`src/sv/jac_pkg.sv`:
```
`timescale 1ns / 1ps

package jac_pkg;

  // Field widths
  localparam int AxisW    = 3;
  localparam int MvW      = 13;
  localparam int GainW    = 16;
  localparam int ValW     = 30;
  localparam int CfgIdxW  = 3;
  localparam int CfgDataW = 16;

  // Shared adder width and sequencing constants
  localparam int AluW     = 32;
  localparam int ProdW    = MvW + GainW;
  localparam int MulSteps = GainW;
  localparam int DivSteps = ProdW;
  localparam int CntW     = $clog2(DivSteps + 1);

  // Default axis count and register reset values
  localparam int NumAxesDefault = 8;

  localparam logic [MvW-1:0]   MidpointReset = MvW'(1650);
  localparam logic [MvW-1:0]   DeadzoneReset = MvW'(10);
  localparam logic [MvW-1:0]   LimitReset    = MvW'(1600);
  localparam logic [GainW-1:0] GainMulReset  = GainW'(1);
  localparam logic [GainW-1:0] GainDivReset  = GainW'(1);

  typedef enum logic [CfgIdxW-1:0] {
    CfgMidpoint   = 3'd0,
    CfgDeadzone   = 3'd1,
    CfgLimit      = 3'd2,
    CfgGainMul    = 3'd3,
    CfgGainDiv    = 3'd4,
    CfgInvert     = 3'd5,
    CfgChangeOnly = 3'd6
  } cfg_idx_e;

  typedef enum logic [3:0] {
    StIdle,
    StOfs,
    StAbs,
    StDz,
    StLim,
    StMul,
    StDiv,
    StNeg,
    StCmp
  } state_e;

  typedef struct packed {
    logic [MvW-1:0]   midpoint;
    logic [MvW-1:0]   deadzone;
    logic [MvW-1:0]   limit;
    logic [GainW-1:0] gain_mul;
    logic [GainW-1:0] gain_div;
    logic             invert;
    logic             change_only;
  } cfg_t;

  typedef struct packed {
    logic             rd_en;
    logic [AxisW-1:0] rd_axis;
    logic             wr_en;
    logic [AxisW-1:0] wr_axis;
    logic [ValW-1:0]  wr_data;
  } store_req_t;

endpackage

```
`src/sv/jac_alu.sv`:
```
`timescale 1ns / 1ps

module jac_alu (
  input  logic [jac_pkg::AluW-1:0] a_i,
  input  logic [jac_pkg::AluW-1:0] b_i,
  input  logic                     sub_i,
  output logic [jac_pkg::AluW-1:0] sum_o
);

  logic [jac_pkg::AluW-1:0] b_eff;

  // Add, or subtract through the inverted operand and carry in
  assign b_eff = sub_i ? ~b_i : b_i;
  assign sum_o = a_i + b_eff + jac_pkg::AluW'(sub_i);

endmodule

```
`src/sv/jac_store.sv`:
```
`timescale 1ns / 1ps

module jac_store #(
  parameter int AXIS_COUNT = jac_pkg::NumAxesDefault
) (
  input  logic                     clk_i,
  input  logic                     rst_ni,
  input  jac_pkg::store_req_t      req_i,
  output logic [jac_pkg::ValW-1:0] prev_o
);

  localparam int AW = (AXIS_COUNT > 1) ? $clog2(AXIS_COUNT) : 1;

  logic [jac_pkg::ValW-1:0] mem [AXIS_COUNT];
  logic [AXIS_COUNT-1:0]    valid_q;
  logic [jac_pkg::ValW-1:0] rd_data_q;
  logic                     rd_valid_q;
  logic [AW-1:0]            rd_addr;
  logic [AW-1:0]            wr_addr;

  assign rd_addr = AW'(req_i.rd_axis);
  assign wr_addr = AW'(req_i.wr_axis);

  // Write and read the value memory
  always_ff @(posedge clk_i) begin
    if (req_i.wr_en) begin
      mem[wr_addr] <= req_i.wr_data;
    end
    if (req_i.rd_en) begin
      rd_data_q <= mem[rd_addr];
    end
  end

  // Track written entries; an unwritten entry reads as zero
  always_ff @(posedge clk_i or negedge rst_ni) begin
    if (!rst_ni) begin
      valid_q    <= '0;
      rd_valid_q <= 1'b0;
    end else begin
      if (req_i.wr_en) begin
        valid_q[wr_addr] <= 1'b1;
      end
      if (req_i.rd_en) begin
        rd_valid_q <= valid_q[rd_addr];
      end
    end
  end

  assign prev_o = rd_valid_q ? rd_data_q : '0;

endmodule

```
`src/sv/jac_core.sv`:
```
`timescale 1ns / 1ps

module jac_core #(
  parameter int AXIS_COUNT = jac_pkg::NumAxesDefault
) (
  input  logic                      clk_i,
  input  logic                      rst_ni,
  input  jac_pkg::cfg_t             cfg_i,
  input  logic                      in_valid_i,
  output logic                      in_ready_o,
  input  logic [jac_pkg::AxisW-1:0] in_axis_i,
  input  logic [jac_pkg::MvW-1:0]   in_sample_i,
  input  logic                      out_free_i,
  output logic                      push_o,
  output logic [jac_pkg::AxisW-1:0] res_axis_o,
  output logic [jac_pkg::ValW-1:0]  res_value_o,
  output jac_pkg::store_req_t       store_req_o,
  input  logic [jac_pkg::ValW-1:0]  prev_i
);

  localparam int AluW  = jac_pkg::AluW;
  localparam int ProdW = jac_pkg::ProdW;
  localparam int GainW = jac_pkg::GainW;
  localparam int CntW  = jac_pkg::CntW;

  jac_pkg::state_e state_q, state_d;

  logic [AluW-1:0]           acc_q, acc_d;
  logic [jac_pkg::MvW-1:0]   mag_q, mag_d;
  logic [GainW-1:0]          rem_q, rem_d;
  logic [CntW-1:0]           cnt_q, cnt_d;
  logic                      neg_q, neg_d;
  logic [jac_pkg::AxisW-1:0] axis_q, axis_d;

  logic [AluW-1:0] alu_a;
  logic [AluW-1:0] alu_b;
  logic            alu_sub;
  logic [AluW-1:0] alu_sum;

  logic [GainW:0]   rem_shift;
  logic [GainW-1:0] divisor;
  logic             axis_ok;
  logic             dz_hit;
  logic             same_val;
  logic             suppress;
  logic             mul_last;
  logic             div_last;

  jac_alu u_alu (
    .a_i   (alu_a),
    .b_i   (alu_b),
    .sub_i (alu_sub),
    .sum_o (alu_sum)
  );

  assign axis_ok   = int'(in_axis_i) < AXIS_COUNT;
  assign divisor   = (cfg_i.gain_div == '0) ? GainW'(1) : cfg_i.gain_div;
  assign rem_shift = {rem_q, acc_q[ProdW-1]};
  assign dz_hit    = alu_sum[AluW-1] || (alu_sum == '0);
  assign same_val  = alu_sum[jac_pkg::ValW-1:0] == '0;
  assign suppress  = cfg_i.change_only && same_val;
  assign mul_last  = cnt_q == CntW'(jac_pkg::MulSteps - 1);
  assign div_last  = cnt_q == CntW'(jac_pkg::DivSteps - 1);

  // Sequence the steps of one sample
  always_comb begin
    state_d = state_q;
    unique case (state_q)
      jac_pkg::StIdle: begin
        if (in_valid_i && axis_ok) begin
          state_d = jac_pkg::StOfs;
        end
      end
      jac_pkg::StOfs: state_d = jac_pkg::StAbs;
      jac_pkg::StAbs: state_d = jac_pkg::StDz;
      jac_pkg::StDz:  state_d = dz_hit ? jac_pkg::StNeg : jac_pkg::StLim;
      jac_pkg::StLim: state_d = jac_pkg::StMul;
      jac_pkg::StMul: begin
        if (mul_last) begin
          state_d = jac_pkg::StDiv;
        end
      end
      jac_pkg::StDiv: begin
        if (div_last) begin
          state_d = jac_pkg::StNeg;
        end
      end
      jac_pkg::StNeg: state_d = jac_pkg::StCmp;
      jac_pkg::StCmp: begin
        if (suppress || out_free_i) begin
          state_d = jac_pkg::StIdle;
        end
      end
      default: state_d = jac_pkg::StIdle;
    endcase
  end

  // Drive the shared adder and the working registers
  always_comb begin
    acc_d   = acc_q;
    mag_d   = mag_q;
    rem_d   = rem_q;
    cnt_d   = cnt_q;
    neg_d   = neg_q;
    axis_d  = axis_q;
    alu_a   = acc_q;
    alu_b   = '0;
    alu_sub = 1'b0;
    unique case (state_q)
      jac_pkg::StIdle: begin
        acc_d  = AluW'(in_sample_i);
        axis_d = in_axis_i;
      end
      jac_pkg::StOfs: begin
        // Offset from the centre, sign kept aside
        alu_b   = AluW'(cfg_i.midpoint);
        alu_sub = 1'b1;
        acc_d   = alu_sum;
        neg_d   = alu_sum[AluW-1];
      end
      jac_pkg::StAbs: begin
        alu_a   = '0;
        alu_b   = acc_q;
        alu_sub = 1'b1;
        if (neg_q) begin
          acc_d = alu_sum;
        end
      end
      jac_pkg::StDz: begin
        // Drop offsets inside the deadzone, shrink the rest
        alu_b   = AluW'(cfg_i.deadzone);
        alu_sub = 1'b1;
        acc_d   = dz_hit ? '0 : alu_sum;
      end
      jac_pkg::StLim: begin
        alu_a   = AluW'(cfg_i.limit);
        alu_b   = acc_q;
        alu_sub = 1'b1;
        mag_d   = alu_sum[AluW-1] ? cfg_i.limit : acc_q[jac_pkg::MvW-1:0];
        acc_d   = '0;
        rem_d   = cfg_i.gain_mul;
        cnt_d   = '0;
      end
      jac_pkg::StMul: begin
        // Shift and add, multiplier bits from the top
        alu_a = {acc_q[AluW-2:0], 1'b0};
        alu_b = rem_q[GainW-1] ? AluW'(mag_q) : '0;
        acc_d = alu_sum;
        rem_d = {rem_q[GainW-2:0], 1'b0};
        cnt_d = mul_last ? '0 : cnt_q + CntW'(1);
      end
      jac_pkg::StDiv: begin
        // Restoring division, quotient shifts in below the dividend
        alu_a   = AluW'(rem_shift);
        alu_b   = AluW'(divisor);
        alu_sub = 1'b1;
        if (!alu_sum[AluW-1]) begin
          rem_d = alu_sum[GainW-1:0];
        end else begin
          rem_d = rem_shift[GainW-1:0];
        end
        acc_d = AluW'({acc_q[ProdW-2:0], !alu_sum[AluW-1]});
        cnt_d = div_last ? '0 : cnt_q + CntW'(1);
      end
      jac_pkg::StNeg: begin
        alu_a   = '0;
        alu_b   = acc_q;
        alu_sub = 1'b1;
        if (neg_q ^ cfg_i.invert) begin
          acc_d = alu_sum;
        end
      end
      jac_pkg::StCmp: begin
        alu_a   = AluW'(acc_q[jac_pkg::ValW-1:0]);
        alu_b   = AluW'(prev_i);
        alu_sub = 1'b1;
      end
      default: begin
        acc_d = acc_q;
      end
    endcase
  end

  // Handshake, store requests and result
  always_comb begin
    in_ready_o          = state_q == jac_pkg::StIdle;
    store_req_o.rd_en   = in_ready_o && in_valid_i && axis_ok;
    store_req_o.rd_axis = in_axis_i;
    push_o              = (state_q == jac_pkg::StCmp) && !suppress && out_free_i;
    store_req_o.wr_en   = push_o;
    store_req_o.wr_axis = axis_q;
    store_req_o.wr_data = acc_q[jac_pkg::ValW-1:0];
    res_axis_o          = axis_q;
    res_value_o         = acc_q[jac_pkg::ValW-1:0];
  end

  always_ff @(posedge clk_i or negedge rst_ni) begin
    if (!rst_ni) begin
      state_q <= jac_pkg::StIdle;
      cnt_q   <= '0;
    end else begin
      state_q <= state_d;
      cnt_q   <= cnt_d;
    end
  end

  always_ff @(posedge clk_i) begin
    acc_q  <= acc_d;
    mag_q  <= mag_d;
    rem_q  <= rem_d;
    neg_q  <= neg_d;
    axis_q <= axis_d;
  end

endmodule

```
`src/sv/joystick_axis_conditioner_top.sv`:
```
`timescale 1ns / 1ps
// Each sample takes offset, absolute value, deadzone, limit, 16 multiply steps, 29 divide
// steps, sign and compare on the one shared 32-bit adder; the deadzone path skips limit,
// multiply and divide. A new sample is taken only when idle; out-of-range axes are
// dropped. Reset: registers take their defaults; last values read as zero until written,
// tracked by valid bits, so no clearing pass is needed.

module joystick_axis_conditioner_top #(
  parameter int AXIS_COUNT = jac_pkg::NumAxesDefault
) (
  input  logic                         clk_i,
  input  logic                         rst_ni,
  // Sample stream
  input  logic                         s_axis_tvalid_i,
  output logic                         s_axis_tready_o,
  input  logic [15:0]                  s_axis_tdata_i,   // [12:0] sample_mv
  input  logic [jac_pkg::AxisW-1:0]    s_axis_tuser_i,   // [2:0] axis_index
  // Result stream
  output logic                         m_axis_tvalid_o,
  input  logic                         m_axis_tready_i,
  output logic [31:0]                  m_axis_tdata_o,   // [29:0] axis_value
  output logic [jac_pkg::AxisW-1:0]    m_axis_tuser_o,   // [2:0] axis_id
  // Register writes
  input  logic                         cfg_valid_i,
  output logic                         cfg_ready_o,
  input  logic [jac_pkg::CfgIdxW-1:0]  cfg_index_i,
  input  logic [jac_pkg::CfgDataW-1:0] cfg_data_i
);

  jac_pkg::cfg_t cfg_q;

  logic                      out_valid_q;
  logic [jac_pkg::AxisW-1:0] out_axis_q;
  logic [jac_pkg::ValW-1:0]  out_value_q;

  logic                      out_free;
  logic                      core_push;
  logic [jac_pkg::AxisW-1:0] core_axis;
  logic [jac_pkg::ValW-1:0]  core_value;
  logic [jac_pkg::ValW-1:0]  prev_value;
  jac_pkg::store_req_t       store_req;

  assign cfg_ready_o = 1'b1;

  // Decode register writes
  always_ff @(posedge clk_i or negedge rst_ni) begin
    if (!rst_ni) begin
      cfg_q.midpoint    <= jac_pkg::MidpointReset;
      cfg_q.deadzone    <= jac_pkg::DeadzoneReset;
      cfg_q.limit       <= jac_pkg::LimitReset;
      cfg_q.gain_mul    <= jac_pkg::GainMulReset;
      cfg_q.gain_div    <= jac_pkg::GainDivReset;
      cfg_q.invert      <= 1'b0;
      cfg_q.change_only <= 1'b0;
    end else if (cfg_valid_i && cfg_ready_o) begin
      unique case (jac_pkg::cfg_idx_e'(cfg_index_i))
        jac_pkg::CfgMidpoint:   cfg_q.midpoint    <= cfg_data_i[jac_pkg::MvW-1:0];
        jac_pkg::CfgDeadzone:   cfg_q.deadzone    <= cfg_data_i[jac_pkg::MvW-1:0];
        jac_pkg::CfgLimit:      cfg_q.limit       <= cfg_data_i[jac_pkg::MvW-1:0];
        jac_pkg::CfgGainMul:    cfg_q.gain_mul    <= cfg_data_i[jac_pkg::GainW-1:0];
        jac_pkg::CfgGainDiv:    cfg_q.gain_div    <= cfg_data_i[jac_pkg::GainW-1:0];
        jac_pkg::CfgInvert:     cfg_q.invert      <= cfg_data_i[0];
        jac_pkg::CfgChangeOnly: cfg_q.change_only <= cfg_data_i[0];
        default: cfg_q <= cfg_q;
      endcase
    end
  end

  jac_core #(
    .AXIS_COUNT (AXIS_COUNT)
  ) u_core (
    .clk_i       (clk_i),
    .rst_ni      (rst_ni),
    .cfg_i       (cfg_q),
    .in_valid_i  (s_axis_tvalid_i),
    .in_ready_o  (s_axis_tready_o),
    .in_axis_i   (s_axis_tuser_i),
    .in_sample_i (s_axis_tdata_i[jac_pkg::MvW-1:0]),
    .out_free_i  (out_free),
    .push_o      (core_push),
    .res_axis_o  (core_axis),
    .res_value_o (core_value),
    .store_req_o (store_req),
    .prev_i      (prev_value)
  );

  jac_store #(
    .AXIS_COUNT (AXIS_COUNT)
  ) u_store (
    .clk_i  (clk_i),
    .rst_ni (rst_ni),
    .req_i  (store_req),
    .prev_o (prev_value)
  );

  // Hold the result until the sink takes it
  assign out_free = !out_valid_q || m_axis_tready_i;

  always_ff @(posedge clk_i or negedge rst_ni) begin
    if (!rst_ni) begin
      out_valid_q <= 1'b0;
    end else if (core_push) begin
      out_valid_q <= 1'b1;
    end else if (m_axis_tready_i) begin
      out_valid_q <= 1'b0;
    end
  end

  always_ff @(posedge clk_i) begin
    if (core_push) begin
      out_axis_q  <= core_axis;
      out_value_q <= core_value;
    end
  end

  assign m_axis_tvalid_o = out_valid_q;
  assign m_axis_tuser_o  = out_axis_q;
  assign m_axis_tdata_o  = {2'b00, out_value_q};

  // A result never overwrites one still waiting
  a_push_free: assert property (@(posedge clk_i) disable iff (!rst_ni)
    core_push |-> (!out_valid_q || m_axis_tready_i))
    else $error("result pushed into a full output register");

  // A sample for a missing axis is dropped without starting work
  a_drop_bad_axis: assert property (@(posedge clk_i) disable iff (!rst_ni)
    (s_axis_tvalid_i && s_axis_tready_o && int'(s_axis_tuser_i) >= AXIS_COUNT)
      |=> s_axis_tready_o)
    else $error("out-of-range axis started processing");

  // A valid sample keeps the block busy
  a_busy_after_accept: assert property (@(posedge clk_i) disable iff (!rst_ni)
    (s_axis_tvalid_i && s_axis_tready_o && int'(s_axis_tuser_i) < AXIS_COUNT)
      |=> !s_axis_tready_o)
    else $error("ready while a sample is in progress");

  // Only existing axes are reported
  a_out_axis_range: assert property (@(posedge clk_i) disable iff (!rst_ni)
    m_axis_tvalid_o |-> int'(m_axis_tuser_o) < AXIS_COUNT)
    else $error("result for an axis beyond the axis count");

endmodule
```
`config.mk`:
```
export PLATFORM = sky130hd
export DESIGN_NAME = joystick_axis_conditioner_top
export DESIGN_NICKNAME = d
export VERILOG_FILES = /design/src/sv/jac_pkg.sv /design/src/sv/jac_alu.sv /design/src/sv/jac_store.sv /design/src/sv/jac_core.sv /design/src/sv/joystick_axis_conditioner_top.sv
export SDC_FILE = /design/constraint.sdc
export NUM_CORES = 1
export LEC_CHECK = 0
export BUFFER_PORTS_ARGS = -buffer_cell sky130_fd_sc_hd__buf_2
export CAP_MARGIN = 0
export CORE_ASPECT_RATIO = 0.5
export CORE_MARGIN = 2
export CORE_UTILIZATION = 32
export CTS_CLUSTER_DIAMETER = 200
export DETAILED_ROUTE_END_ITERATION = 10
export PLACE_DENSITY = 0.44
export REMOVE_ABC_BUFFERS = 1
export SLEW_MARGIN = 20
export SYNTH_ARGS = -nofsm -noshare
export SYNTH_HDL_FRONTEND = slang
export SYNTH_SLANG_ARGS = --single-unit
```
`constraint.sdc`:
```
create_clock -name clk_i -period 8.9 [get_ports clk_i]
set_input_delay 0.445 -clock clk_i [delete_from_list [all_inputs] [get_ports clk_i]]
set_output_delay 0.445 -clock clk_i [all_outputs]
set_load 0.02 [all_outputs]
```
After elaboration in Yosys (flattened, before gate mapping) --
Memory sizes are Yosys's and may differ from the RTL's. A register that Yosys moved wholly into a read port is not among the register bits. Cells that the tools add are included.
Storage, ports and cells: bits in registers 190, bits in writable memories 240, input port bits 43, output and inout bits 38, word-level logic and storage cells 114, memories kept 1
Memory list:
- u_store.mem | words 8, bits a word 30, rd ports 1, clocked after Yosys merged registers in 1, wr ports 1, line jac_store.sv:14 | logic [jac_pkg::ValW-1:0] mem [AXIS_COUNT];
Operators by class: add/sub/neg operators 3, $lt $le $gt $ge 3, equality and inequality tests 22, muxes and demuxes 31, bitwise gates (word level) 3, reduce and logical (&&, ||, !) cells 32
Operators by type and width (count):
- case mux 32 bit (7 select lines) | 1
- case mux 32 bit (6 select lines) | 1
- case mux 32 bit (5 select lines) | 1
- two-way mux 32 bit | 4
- case mux 16 bit (3 select lines) | 1
- case mux 4 bit (9 select lines) | 1
- adder 32 x 1 -> 32 bit | 1
- adder 32 bit | 1
- logical NOT 32 bit | 1
- two-way mux 16 bit | 2
- inverter 32 bit | 1
- logical NOT 30 bit | 1
- two-way mux 30 bit | 1
- two-way mux 13 bit | 2
- == test 4 x 3 -> 1 bit (second input constant) | 4
- logical NOT 16 bit | 1
- two-way mux 4 bit | 4
- case mux 5 bit (3 select lines) | 1
- AND reduction 2 bit | 7
- two-way mux 5 bit | 2
- != test 2 x 1 -> 1 bit (second input constant) | 5
- == test 3 bit (second input constant) | 3
- == test 4 x 2 -> 1 bit (second input constant) | 2
- less-than comparator 3 x 4 -> 1 bit (second input constant) | 2
- other kinds (28) | 44

Logic depth before layout (Yosys ltp) --
Gate-level depths: netlist of run 1.
depth in word-level cells 14, gate-level depth with buffers 23, mapped depth without buffers 19

Cells and area by module --
Synthesis of run 1 repeated with hierarchy kept, for this count alone.
Unflattened totals: cell total of the unflattened synthesis 1496, area, all modules 22151.2 um2
Modules (own cells, without submodules):
- jac_store | times used 1, cells an instance 447, area an instance 10677.7 um2
- jac_core | times used 1, cells an instance 557, area an instance 5412.7 um2
- joystick_axis_conditioner_top | times used 1, cells an instance 200, area an instance 3915.0 um2
- jac_alu | times used 1, cells an instance 292, area an instance 2145.8 um2

Worst setup path after synthesis of run 1 --
No wires, ideal clock.
path kind register -> register, from register cfg_q[11] in the netlist's numbering, to memory u_store.mem[1][0] in the netlist's numbering (enable), library setup time 0.455 ns, arrival time 6.616 ns, required time 8.445 ns, slack 1.829 ns, cell stages (with the launch flop) 21, path buffers 3, period minus slack after synthesis 7.071 ns, cells stage by stage dfrtp_1 -> or4_4 -> nor4_1 -> nor2_1 -> clkbuf_1 -> a221oi_1 -> a22o_1 -> ha_1 -> clkbuf_1 -> a21oi_1 -> o211ai_1 -> a211oi_1 -> o311ai_1 -> a41oi_1 -> xnor2_1 -> nor4_1 -> nand2_1 -> o41ai_2 -> or3b_1 -> buf_2 -> nor3_1
On the way: word-level cells in the longest chain between the ends 14
Ends and longest elaborated chain:
- start: declaration | line joystick_axis_conditioner_top.sv:30 | jac_pkg::cfg_t cfg_q;
- start signal: assignment | line joystick_axis_conditioner_top.sv:64 | default: cfg_q <= cfg_q;
- logical NOT 16 bit | line jac_core.sv:57 | assign divisor = (cfg_i.gain_div == '0) ? GainW'(1) : cfg_i.gain_div;
- two-way mux 16 bit * | line jac_core.sv:57
- case mux 32 bit (6 select lines) * | line jac_core.sv:109 | unique case (state_q)
- inverter 32 bit | line jac_alu.sv:13 | assign b_eff = sub_i ? ~b_i : b_i;
- two-way mux 32 bit * | line jac_alu.sv:13
- adder 32 bit * | line jac_alu.sv:14 | assign sum_o = a_i + b_eff + jac_pkg::AluW'(sub_i);
- adder 32 x 1 -> 32 bit * | line jac_alu.sv:14
- logical NOT 30 bit * | line jac_core.sv:60 | assign same_val = alu_sum[jac_pkg::ValW-1:0] == '0;
- logical AND 1 bit * | line jac_core.sv:61 | assign suppress = cfg_i.change_only && same_val;
- logical NOT 1 bit * | line jac_core.sv:189 | push_o = (state_q == jac_pkg::StCmp) && !suppress && out_free_i;
- logical AND 1 bit * (2 in series) | line jac_core.sv:189
- two-way mux 1 bit * | line jac_store.sv:26 | if (req_i.wr_en) begin
- two-way mux 1 bit (implied by the code) * | line jac_store.sv:27 | mem[wr_addr] <= req_i.wr_data;
- end: declaration | line jac_store.sv:14
Mark *: on every way between the ends. The rest lies on a longest branch, timed or not.

Final worst setup path of run 1 --
from register u_core.state_q[3], to memory u_store.mem[3][12] in the netlist's numbering (enable)
On the way: word-level cells in the longest chain between the ends 14
Ends and longest elaborated chain:
- start: declaration | line jac_core.sv:26 | jac_pkg::state_e state_q, state_d;
- start signal: assignment | line jac_core.sv:199 | state_q <= jac_pkg::StIdle;
- start signal: assignment | line jac_core.sv:202 | state_q <= state_d;
- == test 4 x 3 -> 1 bit / == test 4 x 2 -> 1 bit (equally long branches) | line jac_core.sv:109
- OR reduction 3 bit (no line)
- case mux 32 bit (6 select lines) | line jac_core.sv:109
- inverter 32 bit | line jac_alu.sv:13
- two-way mux 32 bit | line jac_alu.sv:13
- adder 32 bit | line jac_alu.sv:14
- adder 32 x 1 -> 32 bit | line jac_alu.sv:14
- logical NOT 30 bit | line jac_core.sv:60
- logical AND 1 bit | line jac_core.sv:61
- logical NOT 1 bit | line jac_core.sv:189
- logical AND 1 bit * (2 in series) | line jac_core.sv:189
- two-way mux 1 bit * | line jac_store.sv:26
- two-way mux 1 bit (implied by the code) * | line jac_store.sv:27
Marked as above.

==> impl_metrics.tcl, run 1 <==
set metrics [dict create \
    async_reset_ff_frac 0.200 \
    synth.most_common_cell "edfxtp_1" \
    worstPathArrival_ps 8140 \
    yosys_register_bits 460 \
    synth_top_cell_by_area "edfxtp_1" \
    netlist_area_um2 21400 \
    drv_cap 0 \
    drt-total-wl_um 65900 \
    hold_path.class "input pin to flop" \
    synth_cell_types 85 \
    yosysSeqAreaShare 0.624 \
    netlist_instances 1526 \
    htreeDepth 2 \
    synth_ff_type "edfxtp_1" \
    post_cts_buffers 0 \
    synth.avg_cell_area_um2 14.0 \
    grt_overflow 0 \
    grt_max_degree 84 \
    fillers 6365 \
    timing.setup.tns_ps 0 \
    grt_pass1_vias 14100 \
    start_kind "flop" \
    synth_compound_area_frac 0.128 \
    period_minus_slack_ps 7890 \
    slew_violations 0 \
    ant_nets 0 \
    tightest_slew_ps 1030 \
    worstHoldStart "cfg_data_i[13]" \
    core_um2 66600 \
    fin_crit_sh 0.886 \
    dp.cells 2453 \
    ys_top_cells_by_count "368 x edfxtp_1, 136 x nand2_1, 92 x mux2_2, 79 x a21oi_1, 79 x dfrtp_1" \
    ios 81 \
    synth_top_area_frac 0.516 \
    drc 0 \
    crit_type "flop to flop" \
    cts_buffers 45 \
    synth_xor_area_frac 0.0114 \
    synth_top_cells_by_area "edfxtp_1 52%, dfrtp_1 9.2%, mux4_2 6.5%" \
    die_h_um 187 \
    clkSinkCount 460 \
    crit_required_ps 9150 \
    clock_latency_ps 590 \
    yosys.area_share.simple 0.0681 \
    stdcell_count 2537 \
    yosys_warnings 0 \
    synth_top_family_by_area "compound AO/OA/AOI/OAI gates" \
    chipWidth_um 370 \
    relSlewSlack 0.313 \
    viasPerCell 5.47 \
    cts_root_buf "clkbuf_16" \
    wl_per_cell_um 26.0 \
    die_area_um2 69200 \
    rsz0062_at_grt "no" \
    finalClockSkew_ps 24.4 \
    setup_viol_count_final 0 \
    yosys-mux-area-fraction 0.121 \
    layout-drive-gt1-share 0.237 \
    initial_utilization 0.322 \
    portBuffers 74 \
    drt_iter0_drc 1247 \
    dr_total_vias 13900 \
    antenna_found_initial 1 \
    area_growth_pct 14.4 \
    max_freq_mhz 127 \
    cts.path.max_buffers 3 \
    hold_viol 0 \
    critPathLaunch "u_core.state_q[3]$_DFFE_PN0P_" \
    place_congestion 0.883 \
    num_rows 67 \
    critPathMaxFanout 19 \
    cts_tree "done" \
    track_usage 0.190 \
    drt_first_pass_iters 6 \
    grt_pass1_wl_um 96600 \
    hpwl_um 45400 \
    synth_edf_count 368 \
    nets 1682 \
    worstSetupEndpointType "flop" \
    synth-adder-area-share 0.0208 \
    clk_transition_reported_paths_ps 60 \
    rr_startpoint "u_core.state_q[3]$_DFFE_PN0P_" \
    status "finished clean" \
]
## timing repair
action,CTS,global route
resized for setup,0,0
hold buffers,1,0
endpoints found under the hold margin,9,0
## worst paths after layout
path	endpoint	slack, ps	cells past startpoint
setup / recovery	u_store.mem[3][12]$_DFFE_PP_	1010	18
hold / removal	cfg_q[15]$_DFFE_PN0P_	120	2
setup reg to reg	u_store.mem[3][12]$_DFFE_PP_	1010	18
hold reg to reg	u_store.valid_q[0]$_DFFE_PN0P_	480	2
max in group asynchronous	cfg_q[23]$_DFFE_PN0P_	7580	3
min in group asynchronous	cfg_q[12]$_DFFE_PN0P_	250	2
## routing by layer
layer,track usage,wire (um),vias to the layer above,share of wire
met2,0.299,30200,377,0.46
met4,0.0392,1240,0,0.019
met3,0.0328,3370,86,0.051
met5,0,0,-,0
li1,-,-,6148,-
met1,0.274,31100,7259,0.47
## critical path, stage by stage (launching register included)
cell,delay [ps]
dfrtp_1,680
nor4b_2,830
and2_1,620
buf_12,250
a221oi_1,100
a22o_1,200
ha_1,430
nand4_1,200
o221a_2,290
o31a_1,140
o31ai_1,660
a41oi_1,320
xnor2_1,350
nor2_1,70
nand4_1,240
o41ai_2,200
or3b_1,660
nor2_4,840
buf_4,420
## stage by stage
step / setup WS (ps) / area [um^2] / util / hold WS [ps]
5_1_grt: 676 / 24500 / 0.368 / 101
6_report: 1010 / 24500 / 0.368 / 125
3_3_place_gp: 1220 / 23100 / 0.346 / 294
2_1_floorplan: 202 / 21000 / - / 149
4_1_cts: 1080 / 24500 / 0.368 / 93.6
3_5_place_dp: 1110 / 23100 / 0.346 / 301
## area by class of cell
cell class | count | area, um^2 | share of cell area
antenna | 2 | 5.00 | 0.000204
clock buffer | 58 | 1240 | 0.0505
clock inverter | 23 | 168 | 0.00684
inverter | 50 | 188 | 0.00766
multi-input combinational | 921 | 7640 | 0.311
sequential | 460 | 13400 | 0.545
tap | 897 | 1120 | 0.0458
timing repair buffer | 126 | 791 | 0.0323
## cells by family (layout without fill, tap and decap cells)
group                    after synthesis  in the layout
multiplexers                         170            170
flip-flops                           460            460
AO/OA/AOI/OAI                        381            381
AND/OR/NAND/NOR                      305            305
other                                  2              5
adder cells (fa/ha/maj)               35             35
buffers and inverters                146            257
XOR/XNOR                              27             27
## flip-flops by register name (all words and copies together) (netlist names)
register and flops:
u_store.mem 240, cfg_q 73, u_core.acc_q 32, out_value_q 30, u_store.rd_data_q 30, u_core.rem_q 16
u_core.mag_q 13, u_store.valid_q 8, u_core.cnt_q 5, u_core.state_q 4, m_axis_tuser_o 3, u_core.res_axis_o 3
m_axis_tvalid_o 1, u_core.neg_q 1, u_store.rd_valid_q 1
## cells in the final DEF, fill, tap and decap left out, types with 48 or more instances in the layout
| cell type | n |
|---|---|
| a21oi_1 | 78 |
| buf_2 | 71 |
| buf_4 | 51 |
| clkbuf_16 | 48 |
| dfrtp_1 | 79 |
| edfxtp_1 | 368 |
| inv_1 | 49 |
| mux2_2 | 92 |
| mux4_2 | 62 |
| nand2_1 | 136 |
| o21ai_0 | 74 |
Power of run 1 is left out: the tool's default activity adds up to more than one toggle a clock period on the data nets, which glitch-free logic cannot reach.
==> run 2, diff against run 1 <==
CORE_MARGIN = 3   (was 2)
==> impl_metrics.tcl, run 2 (synthesis gave the netlist of run 1 again) <==
set metrics [dict create \
    period_minus_slack_ps 7910 \
    drc 0 \
    r2r_cells 20 \
    nets 1686 \
    dr_total_vias 13900 \
    core_um2 65700 \
    clock_latency_ps 570 \
    clkSinkCount 460 \
    critPathLaunch "u_core.state_q[2]$_DFFE_PN0P_" \
    top_register "u_store.mem" \
    setup_viol_count_final 0 \
    endpoint "u_store.mem[3][27]$_DFFE_PP_" \
    layout_commonest_cell "edfxtp_1" \
    layout-drive-gt1-share 0.238 \
    most-common-layout-cells "368 x edfxtp_1, 136 x nand2_1, 92 x mux2_2, 79 x dfrtp_1, 78 x a21oi_1" \
    fin_crit_sh 0.888 \
    slew_violations 0 \
    die_area_um2 70300 \
    clk_transition_reported_paths_ps 70 \
    grt_max_degree 52 \
    die_h_um 189 \
    track_usage 0.185 \
    grt_pass1_wl_um 95900 \
    regArea_um2 13400 \
    viasPerCell 5.51 \
    reg2reg_to "u_store.mem[3][27]$_DFFE_PP_" \
    cts.path.max_buffers 3 \
    num_rows 66 \
    relSlewSlack 0.233 \
    critPathMaxFanout 22 \
    max_freq_mhz 126 \
    initial_utilization 0.327 \
    hold_viol 0 \
    largest_reg_flops 240 \
    reg_top3 "u_store.mem: 240 flops, cfg_q: 73 flops, u_core.acc_q: 32 flops" \
    area_growth_pct 13.8 \
    drv_cap 0 \
    rsz0062_at_grt "no" \
    worstPathArrival_ps 8130 \
    crit_type "flop to flop" \
    ant_nets 0 \
    cts_root_buf "clkbuf_16" \
    crit_required_ps 9120 \
    status "finished clean" \
    finalClockSkew_ps 21.1 \
    timing.setup.tns_ps 0 \
    tightest_slew_ps 1150 \
    chipWidth_um 372 \
    cts_buffers 44 \
    post_cts_buffers 0 \
    worst-r2r-setup-slack_ps 990 \
    multi_input_area_um2 7630 \
    hold_path_depth 2 \
    drt_first_pass_iters 5 \
    hold_path.class "input pin to flop" \
    cts_tree "done" \
    drt-total-wl_um 64800 \
    grt_overflow 0 \
    drt_iter0_drc 1515 \
    wl_per_cell_um 25.7 \
    place_congestion 0.913 \
    htreeDepth 2 \
    antenna_cells 0 \
    start_kind "flop" \
    post_cts_resized 0 \
    worstSetupEndpointType "flop" \
    fillers 6275 \
    portBuffers 74 \
    hpwl_um 44800 \
    grt_pass1_vias 14200 \
    antenna_found_initial 2 \
    rr_startpoint "u_core.state_q[2]$_DFFE_PN0P_" \
    ios 81 \
]
==> run 2: cell types whose count changed in the layout (fill, tap and decap cells not counted), sizes merged <==
cell      before  now
clkinvlp       1    0
clkinv        18   17
diode          2    0
buf          125  130
inv           52   51
bufinv         2    1
==> run 2: metrics by stage <==
stage	instances	worst slack [ps]	util	area (um^2)	hold WS, ps
floorplan	1431	202	-	21000	149
global placement	2444	1110	0.352	23100	448
detailed placement	2444	1070	0.352	23100	452
CTS	2522	1020	0.371	24400	104
global route	2523	711	0.372	24400	118
finish	2523	994	0.372	24400	132
==> run 2: worst min-delay path by stage <==
stage / from / endpoint / slack [ps]
2_1_floorplan: rst_ni / cfg_q[0]$_DFFE_PN0P_ / 150
3_3_place_gp: u_store.valid_q[0]$_DFFE_PN0P_ / u_store.valid_q[0]$_DFFE_PN0P_ / 450
3_5_place_dp: u_store.valid_q[0]$_DFFE_PN0P_ / u_store.valid_q[0]$_DFFE_PN0P_ / 450
4_1_cts: cfg_data_i[13] / cfg_q[31]$_DFFE_PN0P_ / 100
5_1_grt: cfg_data_i[13] / cfg_q[31]$_DFFE_PN0P_ / 120
6_report: cfg_data_i[13] / cfg_q[31]$_DFFE_PN0P_ / 130
==> run 2: repair_timing <==
item,CTS,global route
setup endpoints to repair,0,0
hold endpoints to repair,37,0
hold buffers,1,0
==> run 2: metal layers <==
layer	vias up	global-route usage	part of all wire
met2	425	0.282	0.44
met4	0	0.0513	0.029
li1	6168	-	-
met3	102	0.0379	0.061
met5	-	0	0
met1	7197	0.266	0.47
==> run 2: cell type report <==
class                   count  share of cell area
clock buffers              58              0.0482
multi-input cells         921               0.313
clock inverters            19             0.00513
well taps                 884              0.0453
flip-flops and latches    460               0.548
inverters                  50             0.00769
repair buffers            131              0.0332
==> run 2: critical path, cell delays in order (launching register included) <==
cell	delay, ps
dfrtp_1	830
nor2b_1	500
nand2_1	310
nor2_1	160
buf_4	270
a221oi_1	150
a22o_1	280
ha_1	420
o211a_1	210
a211oi_1	150
o31a_1	380
o31ai_1	700
a21oi_1	240
xnor2_1	410
nor3_1	110
nand4_1	210
o41ai_2	120
buf_4	200
or3b_1	590
nor2_4	790
buf_4	460
Power of run 2 is left out for the same reason.
